$ cat src/hdl/mfd_pkg.sv
// Meter frame decoder package: transaction types, frame layout constants,
// CRC-16 byte update and descramble key selection.
// No dependencies.
package mfd_pkg;

	typedef logic [4:0] idx_t;

	typedef struct packed {
		logic [7:0] rx_byte;
		logic       frame_start;
	} rx_item_t;

	typedef struct packed {
		logic        header_ok;
		logic        crc_error;
		logic [15:0] sequence_res;
		logic [15:0] power_raw;
		logic [31:0] pulse_total;
		logic [7:0]  battery_level;
		logic [7:0]  mode_code;
	} res_item_t;

	localparam logic [15:0] CRC_POLY   = 16'h8005;
	localparam logic [15:0] CRC_INIT   = 16'hFFFF;
	localparam logic [31:0] KEY_OFFSET = 32'h5D38E8CB;
	localparam logic [7:0]  KEY_FILL   = 8'h47;
	localparam logic [7:0]  SYNC_BYTE  = 8'h11;
	localparam logic [7:0]  VERSION    = 8'h07;
	localparam logic [7:0]  MODE_MASK  = 8'h0F;

	// byte positions within the frame
	localparam idx_t IDX_SYNC      = 5'd0;
	localparam idx_t IDX_ID_LO     = 5'd1;
	localparam idx_t IDX_VER       = 5'd3;
	localparam idx_t IDX_MODE      = 5'd4;
	localparam idx_t IDX_ID_FIRST  = 5'd5;
	localparam idx_t IDX_ID_LAST   = 5'd8;
	localparam idx_t IDX_FLD_FIRST = 5'd9;
	localparam idx_t IDX_FLD_LAST  = 5'd16;
	localparam idx_t IDX_BATT      = 5'd17;
	localparam idx_t IDX_CRC_HI    = 5'd18;
	localparam idx_t IDX_LAST      = 5'd19;
	localparam idx_t IDX_IDLE      = 5'd20;

	// MSB-first CRC-16, eight bit steps per byte
	function automatic logic [15:0] crc_byte(input logic [15:0] c, input logic [7:0] d);
		logic [15:0] r;
		logic        top;
		r = c;
		for (int i = 0; i < 8; i++) begin
			top = r[15] ^ d[7 - i];
			r   = {r[14:0], 1'b0};
			if (top) begin
				r = r ^ CRC_POLY;
			end
		end
		return r;
	endfunction

	// key entry (p - 5) mod 5 over (k[31:24], k[7:0], k[15:8], 0x47, k[23:16])
	function automatic logic [7:0] key_byte(input logic [31:0] k, input idx_t p);
		logic [7:0] kb;
		unique case (p)
			5'd5, 5'd10, 5'd15: kb = k[31:24];
			5'd6, 5'd11, 5'd16: kb = k[7:0];
			5'd7, 5'd12, 5'd17: kb = k[15:8];
			5'd8, 5'd13:        kb = KEY_FILL;
			5'd9, 5'd14:        kb = k[23:16];
			default:            kb = 8'h00;
		endcase
		return kb;
	endfunction

endpackage

$ cat src/hdl/meter_frame_decoder_top.sv
// Meter frame decoder top level: byte input register, frame state update,
// result output register. Depends on mfd_pkg.
//
// Usage:
//   rx channel (rx_valid / rx_stall / rx_item) carries one frame byte per
//   transaction; frame_start marks byte 0 and drops any partial frame.
//   res channel (res_valid / res_stall / res_item) carries one decoded
//   result after byte 19 of each frame: header check, CRC check and fields.
//   cfg channel (cfg_valid / cfg_ready / cfg_data) writes the node id; it is
//   always ready. The user must write it only while the block is idle (not enforced).
// Timing:
//   One byte per cycle sustained while rx_stall is low. A byte is held in the input
//   register; the CRC byte update, descramble and header check run in the
//   single logic stage after it, and the result of byte 19 is then loaded
//   into the result register, unless rx_stall holds that byte back.
// Reset clears the frame state (index 0, CRC 0xFFFF) and the node id to zero;
// the first byte after reset counts as byte 0 even without frame_start.
// While the result register is full and stalled, bytes keep flowing; only a
// byte that would complete a frame waits, and then rx_stall rises.
module meter_frame_decoder_top
	import mfd_pkg::*;
(
	input  logic      clk,
	input  logic      arst_n,
	input  logic      rx_valid,
	output logic      rx_stall,
	input  rx_item_t  rx_item,
	output logic      res_valid,
	input  logic      res_stall,
	output res_item_t res_item,
	input  logic      cfg_valid,
	output logic      cfg_ready,
	input  logic [31:0] cfg_data
);

	logic [31:0] node_id_q;

	logic       valid_s1;
	rx_item_t   item_s1;

	idx_t        idx_q;
	logic [15:0] crc_q;
	logic        hdr_q;
	logic [31:0] id_q;
	logic [63:0] fld_q;
	logic [7:0]  mode_q;
	logic [7:0]  batt_q;
	logic [7:0]  crc_hi_q;

	logic        res_valid_q;
	res_item_t   res_item_q;

	idx_t        p;
	logic [15:0] crc_base;
	logic        hdr_base;
	logic        live;
	logic        last;
	logic [7:0]  d;
	logic [31:0] key;
	logic        blocked;
	logic        step;
	logic [15:0] crc_next;
	logic        hdr_next;
	idx_t        idx_next;

	assign cfg_ready = 1'b1;

	always_ff @(posedge clk or negedge arst_n) begin
		if (!arst_n) begin
			node_id_q <= '0;
		end else if (cfg_valid && cfg_ready) begin
			node_id_q <= cfg_data;
		end
	end

	// frame_start restarts the frame on this byte
	always_comb begin
		p        = item_s1.frame_start ? IDX_SYNC : idx_q;
		crc_base = item_s1.frame_start ? CRC_INIT : crc_q;
		hdr_base = item_s1.frame_start ? 1'b1 : hdr_q;
		live     = (p < IDX_IDLE);
		last     = live && (p == IDX_LAST);
		key      = node_id_q - KEY_OFFSET;
		d        = (p >= IDX_ID_FIRST && p <= IDX_BATT) ?
			(item_s1.rx_byte ^ key_byte(key, p)) : item_s1.rx_byte;

		crc_next = (live && p < IDX_CRC_HI) ? crc_byte(crc_base, item_s1.rx_byte) : crc_base;

		hdr_next = hdr_base;
		if (live) begin
			priority if (p == IDX_SYNC && d != SYNC_BYTE) hdr_next = 1'b0;
			else if (p == IDX_ID_LO && d != node_id_q[7:0]) hdr_next = 1'b0;
			else if (p == IDX_VER && d != VERSION) hdr_next = 1'b0;
			else if (p == IDX_ID_LAST && {id_q[23:0], d} != node_id_q) hdr_next = 1'b0;
			else hdr_next = hdr_base;
		end

		if (!live) begin
			idx_next = p;
		end else if (last) begin
			idx_next = IDX_IDLE;
		end else begin
			idx_next = idx_t'(p + 5'd1);
		end

		blocked = valid_s1 && last && res_valid_q && res_stall;
		step    = valid_s1 && !blocked;
	end

	assign rx_stall = blocked;

	always_ff @(posedge clk or negedge arst_n) begin
		if (!arst_n) begin
			valid_s1 <= 1'b0;
		end else if (!rx_stall) begin
			valid_s1 <= rx_valid;
		end
	end

	always_ff @(posedge clk) begin
		if (!rx_stall && rx_valid) begin
			item_s1 <= rx_item;
		end
	end

	always_ff @(posedge clk or negedge arst_n) begin
		if (!arst_n) begin
			idx_q <= IDX_SYNC;
			crc_q <= CRC_INIT;
			hdr_q <= 1'b1;
		end else if (step) begin
			idx_q <= idx_next;
			crc_q <= crc_next;
			hdr_q <= hdr_next;
		end
	end

	// field bytes are all rewritten by every complete frame
	always_ff @(posedge clk) begin
		if (step && live) begin
			if (p == IDX_MODE) begin
				mode_q <= d ^ MODE_MASK;
			end
			if (p >= IDX_ID_FIRST && p <= IDX_ID_LAST) begin
				id_q <= {id_q[23:0], d};
			end
			if (p >= IDX_FLD_FIRST && p <= IDX_FLD_LAST) begin
				fld_q <= {fld_q[55:0], d};
			end
			if (p == IDX_BATT) begin
				batt_q <= d;
			end
			if (p == IDX_CRC_HI) begin
				crc_hi_q <= d;
			end
		end
	end

	always_ff @(posedge clk or negedge arst_n) begin
		if (!arst_n) begin
			res_valid_q <= 1'b0;
		end else if (step && last) begin
			res_valid_q <= 1'b1;
		end else if (!res_stall) begin
			res_valid_q <= 1'b0;
		end
	end

	always_ff @(posedge clk) begin
		if (step && last) begin
			res_item_q.header_ok     <= hdr_base;
			res_item_q.crc_error     <= ({crc_hi_q, d} != crc_base);
			res_item_q.sequence_res  <= fld_q[63:48];
			res_item_q.power_raw     <= fld_q[47:32];
			res_item_q.pulse_total   <= fld_q[31:0];
			res_item_q.battery_level <= batt_q;
			res_item_q.mode_code     <= mode_q;
		end
	end

	assign res_valid = res_valid_q;
	assign res_item  = res_item_q;

endmodule

$ cat config.mk
export PLATFORM = sky130hd
export DESIGN_NAME = meter_frame_decoder_top
export DESIGN_NICKNAME = d
export VERILOG_FILES = /design/src/hdl/mfd_pkg.sv /design/src/hdl/meter_frame_decoder_top.sv
export SDC_FILE = /design/constraint.sdc
export NUM_CORES = 1
export LEC_CHECK = 0
export ABC_CLOCK_PERIOD_IN_PS = 7300
export BUFFER_PORTS_ARGS = -buffer_cell sky130_fd_sc_hd__buf_2
export CORE_AREA = 2 2 157 159
export DETAILED_ROUTE_END_ITERATION = 8
export DIE_AREA = 0 0 159 161
export PLACE_DENSITY = 0.76
export SYNTH_ARGS = -nofsm -noshare
export SYNTH_HDL_FRONTEND = slang
export SYNTH_SLANG_ARGS = --single-unit
$ cat constraint.sdc
create_clock -name clk -period 7.3 [get_ports clk]
set_input_delay 0 -clock clk [delete_from_list [all_inputs] [get_ports clk]]
set_output_delay 0 -clock clk [all_outputs]
set_load 0.02 [all_outputs]
**After elaboration in Yosys (flattened, before gate mapping)**

Index checks and enable logic that the tools add are counted.

- Logic and storage cells: 122
- Output and inout bits: 85
- Register bits: 259

- Muxes and demuxes: 23
- Reductions and logical operators: 28
- $add $sub $neg: 2
- Equality and inequality tests: 24
- Magnitude comparators: 7
- Bitwise gates (word level): 18

Operators with widths:

| kind | count |
|---|---|
| two-way mux 16 bit | 10 |
| == test 5 x 4 -> 1 bit (second input constant) | 8 |
| case mux 8 bit (5 select lines) | 1 |
| inequality test 32 bit | 1 |
| subtractor 32 x 31 -> 32 bit (second input constant) | 1 |
| NOT 3 bit | 8 |
| == test 5 x 3 -> 1 bit (second input constant) | 4 |
| == test 5 bit (second input constant) | 4 |
| logical AND 1 bit | 16 |
| inequality test 16 bit | 1 |
| two-way mux 5 bit | 3 |
| <= comparator 5 bit (second input constant) | 2 |
| < comparator 5 bit (second input constant) | 2 |
| AND reduction 2 bit | 5 |
| OR reduction 3 bit | 3 |
| two-way mux 1 bit | 8 |
| two-way mux 8 bit | 1 |
| inequality test 8 x 3 -> 1 bit (second input constant) | 1 |
| inequality test 8 x 5 -> 1 bit (second input constant) | 1 |
| inequality test 8 bit | 1 |
| XOR 1 bit | 8 |
| XOR 8 bit | 1 |
| adder 5 x 1 -> 5 bit (second input constant) | 1 |
| == test 5 x 1 -> 1 bit (second input constant) | 1 |
| 9 further kinds | 10 |

**Longest topological paths before layout**

- Depth after elaboration: 18
- Depth in mapped cells: 19

**Worst setup path after synthesis**

Ideal clock, no wire load.

- Kind: register -> register
- From: register item_s1[0] in the netlist's numbering
- To: register fld_q[0] (enable)
- Setup slack: -0.384 ns
- Required time: 6.735 ns
- Arrival: 7.119 ns
- Stages on the path, launching flop included: 14
- Period minus slack after synthesis: 7.684 ns
- Path through: edfxtp_1 clkbuf_1 clkbuf_1 clkbuf_1 inv_1 nand2_1 inv_1 ha_1 clkbuf_1 nand3_1 nor2_1 nor2b_1 o21ai_0 nor3_1

- Word-level cells in the longest chain between the ends: 10
- Elaborated cells between the ends (all ways): 14
- Those cells by class: order compare: 3; eq/ne: 1; mux: 1; reduce/logical: 9

RTL lines:

| item | RTL line | source |
|---|---|---|
| from (decl) | meter_frame_decoder_top.sv:39 | `rx_item_t item_s1;` |
| from (signal assigned) | meter_frame_decoder_top.sv:122 | `item_s1 <= rx_item;` |
| two-way mux 5 bit (*) | meter_frame_decoder_top.sv:78 | `p = item_s1.frame_start ? IDX_SYNC : idx_q;` |
| < comparator 5 bit / == test 5 bit (equally long branches) | meter_frame_decoder_top.sv:81, meter_frame_decoder_top.sv:82 |  |
| logical AND 1 bit (*) | meter_frame_decoder_top.sv:82 | `last = live && (p == IDX_LAST);` |
| logical AND 1 bit (*) (3 in series) | meter_frame_decoder_top.sv:106 | `blocked = valid_s1 && last && res_valid_q && res_stall;` |
| net rx_stall | meter_frame_decoder_top.sv:26 | `output logic rx_stall,` |
| logical NOT 1 bit (*) | meter_frame_decoder_top.sv:107 | `step = valid_s1 && !blocked;` |
| logical AND 1 bit (*) | meter_frame_decoder_top.sv:107 |  |
| logical AND 1 bit (*) | meter_frame_decoder_top.sv:140 | `if (step && live) begin` |
| AND reduction 2 bit (no source line) (*) | -- |  |
| to (signal assigned) | meter_frame_decoder_top.sv:148 | `fld_q <= {fld_q[55:0], d};` |
| to (decl) | meter_frame_decoder_top.sv:45 | `logic [63:0] fld_q;` |

The timed path passes the listed nets; every way through them passes the cells marked *.
A chain may end at the register's enable or synchronous reset.

**Worst setup path after layout**

- From: register item_s1[0] in the netlist's numbering
- To: register res_item_q (netlist bit res_item[80]), data pin

- Word-level cells in the longest chain between the ends: 7
- Elaborated cells between the ends (all ways): 27
- Those cells by class: order compare: 2; eq/ne: 14; mux: 4; bitwise: 1; reduce/logical: 6

RTL lines:

| item | RTL line | source |
|---|---|---|
| two-way mux 5 bit (*) | meter_frame_decoder_top.sv:78 |  |
| == test 5 bit, or another cell as far along | mfd_pkg.sv:63 | `unique case (p)` |
| OR reduction 3 bit / OR reduction 2 bit (equally long branches) | mfd_pkg.sv:63 |  |
| case mux 8 bit (5 select lines) | mfd_pkg.sv:63 |  |
| XOR 8 bit | meter_frame_decoder_top.sv:85 | `(item_s1.rx_byte ^ key_byte(key, p)) : item_s1.rx_byte;` |
| two-way mux 8 bit (*) | meter_frame_decoder_top.sv:84 | `d = (p >= IDX_ID_FIRST && p <= IDX_BATT) ?` |
| net d[5] | meter_frame_decoder_top.sv:58 | `logic [7:0] d;` |
| inequality test 16 bit (*) | meter_frame_decoder_top.sv:172 | `res_item_q.crc_error <= ({crc_hi_q, d} != crc_base);` |
| to (decl) | meter_frame_decoder_top.sv:51 | `res_item_t res_item_q;` |

Marked as above.

==> key figures <==
Outcome
  – Status: finished, final reports clean

Setup path
  – CP peak stage delay: 0.75 ns
  – WP buf/inv: 2
  – CP dominant cell by count: inv_1
  – Top delay family on crit path: compound AO/OA/AOI/OAI gates
  – CP Data Arrival Time: 4.74 ns
  – CP startpoint kind: flip-flop
  – Worst reg2reg path depth: 13
  – Reg2Reg Launch Point: item_s1[0]$_DFFE_PP_
  – Crit. Startpoint: item_s1[0]$_DFFE_PP_
  – Crit path kind: reg -> reg
  – Crit. End Element: flip-flop
  – Required time of the critical path: 7.57 ns
  – Worst reg2reg setup slack: 2.83 ns
  – Worst path slowest cell: xor2_1
  – RR Endpoint: res_item[80]$_DFFE_PP_
  – Cell chain of the critical path: inv_1, nand2_1, inv_1, ha_1, nand4bb_1, a31o_1, o32ai_1, a211oi_1, o21ai_0, xor2_1, or4b_1, o21ai_1, nand4_1
  – Worst-path fanout max: 10

Route
  – DR vias: 7374
  – Antenna viol nets, final: 0
  – Vias/cell: 5.519
  – DR WL/cell: 19.37 um
  – Final WL: 25880 um
  – DRT Pass-1 Iters: 5
  – Drt first-iter violations: 677
  – # DRC: 0

Cells and area
  – Final nets: 1044
  – Non-filler cells in the finished layout: 1336
  – Cell area after layout: 0.01353 mm2
  – Fraction of layout cells with a size suffix above 1: 23.42%
  – Diodes inserted: 0
  – Area grow syn2layout: 18.91%

STA
  – Setup TNS: 0 ns
  – Final Hold Vio Count: 0
  – Max Freq: 223.6 MHz
  – Worst slew margin: 27.19%
  – Final setup fails: 0
  – Tightest Pin Transition: 1.092 ns
  – Final period util: 61.25%
  – Hold slack: 0.06329 ns
  – RSZ-0062 raised after global routing: false
  – Min Tclk post-route: 4.472 ns
  – Fin Clk Skew: 0.01319 ns
  – Max-slew violations: 0

Placed design
  – Placed instance count: 1244
  – I/O Buffers: 129
  – GP Congestion: 0.9337
  – Dpl cell area: 0.01230 mm2
  – HPWL Detailed: 17650 um

Logic synthesis
  – EDFF count, synth: 203
  – Cell taking the most area after synthesis: edfxtp_1
  – Area contributors post-synth: edfxtp_1 (54%), dfrtp_1 (8.6%), dfstp_2 (3.9%)
  – Most common cell in the netlist: edfxtp_1
  – Post-synthesis async set-or-reset flop share: 21.62%
  – Cell variety after synth: 87
  – Register area share after synthesis: 66.05%
  – Synthesis-stage register bit count: 259
  – Mean post-synth cell area: 13.65 um2
  – Post-synth top cells: edfxtp_1 (203), nand2_1 (64), xnor2_1 (48)
  – Net Count, Synth: 886
  – Synth Instances: 834
  – Syn Std Cell Area: 0.01138 mm2
  – Share of the synthesized area in the top cell type: 53.56%
  – Syn. warnings: 0
  – Main synth FF type: edfxtp_1

Worst hold path
  – Min-delay src: cfg_valid
  – Worst Hold Path Cells: 3
  – Hold Path End: node_id_q[24]$_DFFE_PN0P_
  – Hold/Removal Path Class: in -> reg

Clock tree
  – Clock Path Buffers: 3
  – Clock root buffer master: clkbuf_16
  – CTS tree: built
  – CTS buffer count: 26
  – Register clock-pin slew on the reported worst setup and hold paths: 0.06 ns
  – Setup bufs post-CTS: 0
  – Clock Latency Late Sink: 0.53 ns
  – H-tree depth: 1
  – Clk sink count: 259

Floorplanning
  – Initial core utilization: 47.50%
  – Die area: 0.02560 mm2
  – Die height: 161 um
  – Io pins: 131
  – FP Rows: 57
  – Horiz. Die Dim: 159 um
  – Core ar.: 0.02396 mm2

GRT
  – Vias in the first global route: 7064
  – Grt ovf: 0
  – Global-route wire length before repair: 40450 um
  – Antenna violations before repair: 0
  – GRT Util Overall: 20.13%
  – Largest net degree at the start of global routing: 83

Pwr
  – Max VDD drop: 0.1778 mV
  – Leak Pwr: 4.935 nW
  – Power, Total: 0.003655 W
  – Power per cell area: 270.1 mW/mm2

Flow run
  – Max-cap viol count: 0
-- flip-flops by register name (all words and copies together), names as in the netlist --
| name | cells |
|---|---|
| fld_q | 64 |
| node_id_q | 32 |
| hdr_q | 1 |
| mode_q | 8 |
| crc_hi_q | 8 |
| res_item | 82 |
| batt_q | 8 |
| res_valid | 1 |
| crc_q | 16 |
| item_s1 | 9 |
| id_q | 24 |
| valid_s1 | 1 |
| idx_q | 5 |
-- worst max path at each step --
stage,cells past startpoint,to
6_report,13,res_item[80]$_DFFE_PP_
2_1_floorplan,10,res_item[0]$_DFFE_PP_
4_1_cts,13,res_item[80]$_DFFE_PP_
3_3_place_gp,14,hdr_q$_DFFE_PN1P_
5_1_grt,15,res_item[80]$_DFFE_PP_
3_5_place_dp,13,res_item[80]$_DFFE_PP_
-- through the flow --
step	setup WS [ns]	utilization [%]
finish	2.828	56.48
global route	2.563	56.48
CTS	2.924	56.48
detailed placement	2.969	51.34
global placement	3.105	51.34
floorplan	0.8120	-
-- metal layers --
metal	GRT usage (%)	routed length, um
met1	29.47	11790
met2	31.56	11650
met3	3.441	1834
met4	5.248	605
met5	0	0
-- power by group --
part           leakage [nW]  switching (W)  internal, W  total [W]
combinational          2.07       0.000291     0.000260   0.000551
clock                 0.379       0.000522     0.000700    0.00122
sequential             2.48       0.000157      0.00173    0.00188
-- worst reg2reg max path: cells and delay by family, from the launching register on --
kind	cells	cell delay (ns)
xor+xnor	1	0.75
compound gates	5	1.40
flops	1	0.41
fa+ha+maj	1	0.38
buf+inv	2	0.32
simple gates	4	0.94
-- cells in the final DEF (no fill, tap or decap), drive strengths merged, types with 6 or more instances in the layout --
master,count
mux2,30
xnor2,48
buf,135
clkinv,6
a31oi,7
o211ai,9
inv,17
o31ai,6
a211oi,8
nor2,40
nand3,10
and3,9
xor2,43
nand4,7
edfxtp,203
mux2i,7
nor3,22
o21ai,46
nor2b,6
clkbuf,41
nor4,13
dlygate4sd3,44
dfrtp,39
nand2,64
or2,6
a22o,8
nand3b,7
ha,6
a21oi,20
dfstp,17
-- repair_timing --
item	4_1_cts	5_1_grt
hold buffers	44	0
resized for setup	0	0
hold endpoints to repair	82	0
-- cell type report --
| class | instances | area, um2 |
|---|---|---|
| fill | 1948 | 10430 |
| tap | 324 | 405.4 |
| timing repair buffer | 179 | 1131 |
| multi-input combinational | 509 | 3625 |
| inverter | 17 | 63.81 |
| clock buffer | 41 | 747.0 |
| clock inverter | 7 | 43.79 |
| sequential | 259 | 7518 |
-- kinds of logic after synthesis --
kind of cell               synth area share, %
DFF                                      66.05
xor gates and xnor gates                 7.596
adders and majority gates               0.6595
other                                  0.03295
and+or+nand+nor                          9.696
AOI/OAI and AO/OA                        9.938
muxes                                    3.617
buffers and inverters                    2.407
No activity file was read; power rests on OpenSTA's default activity.
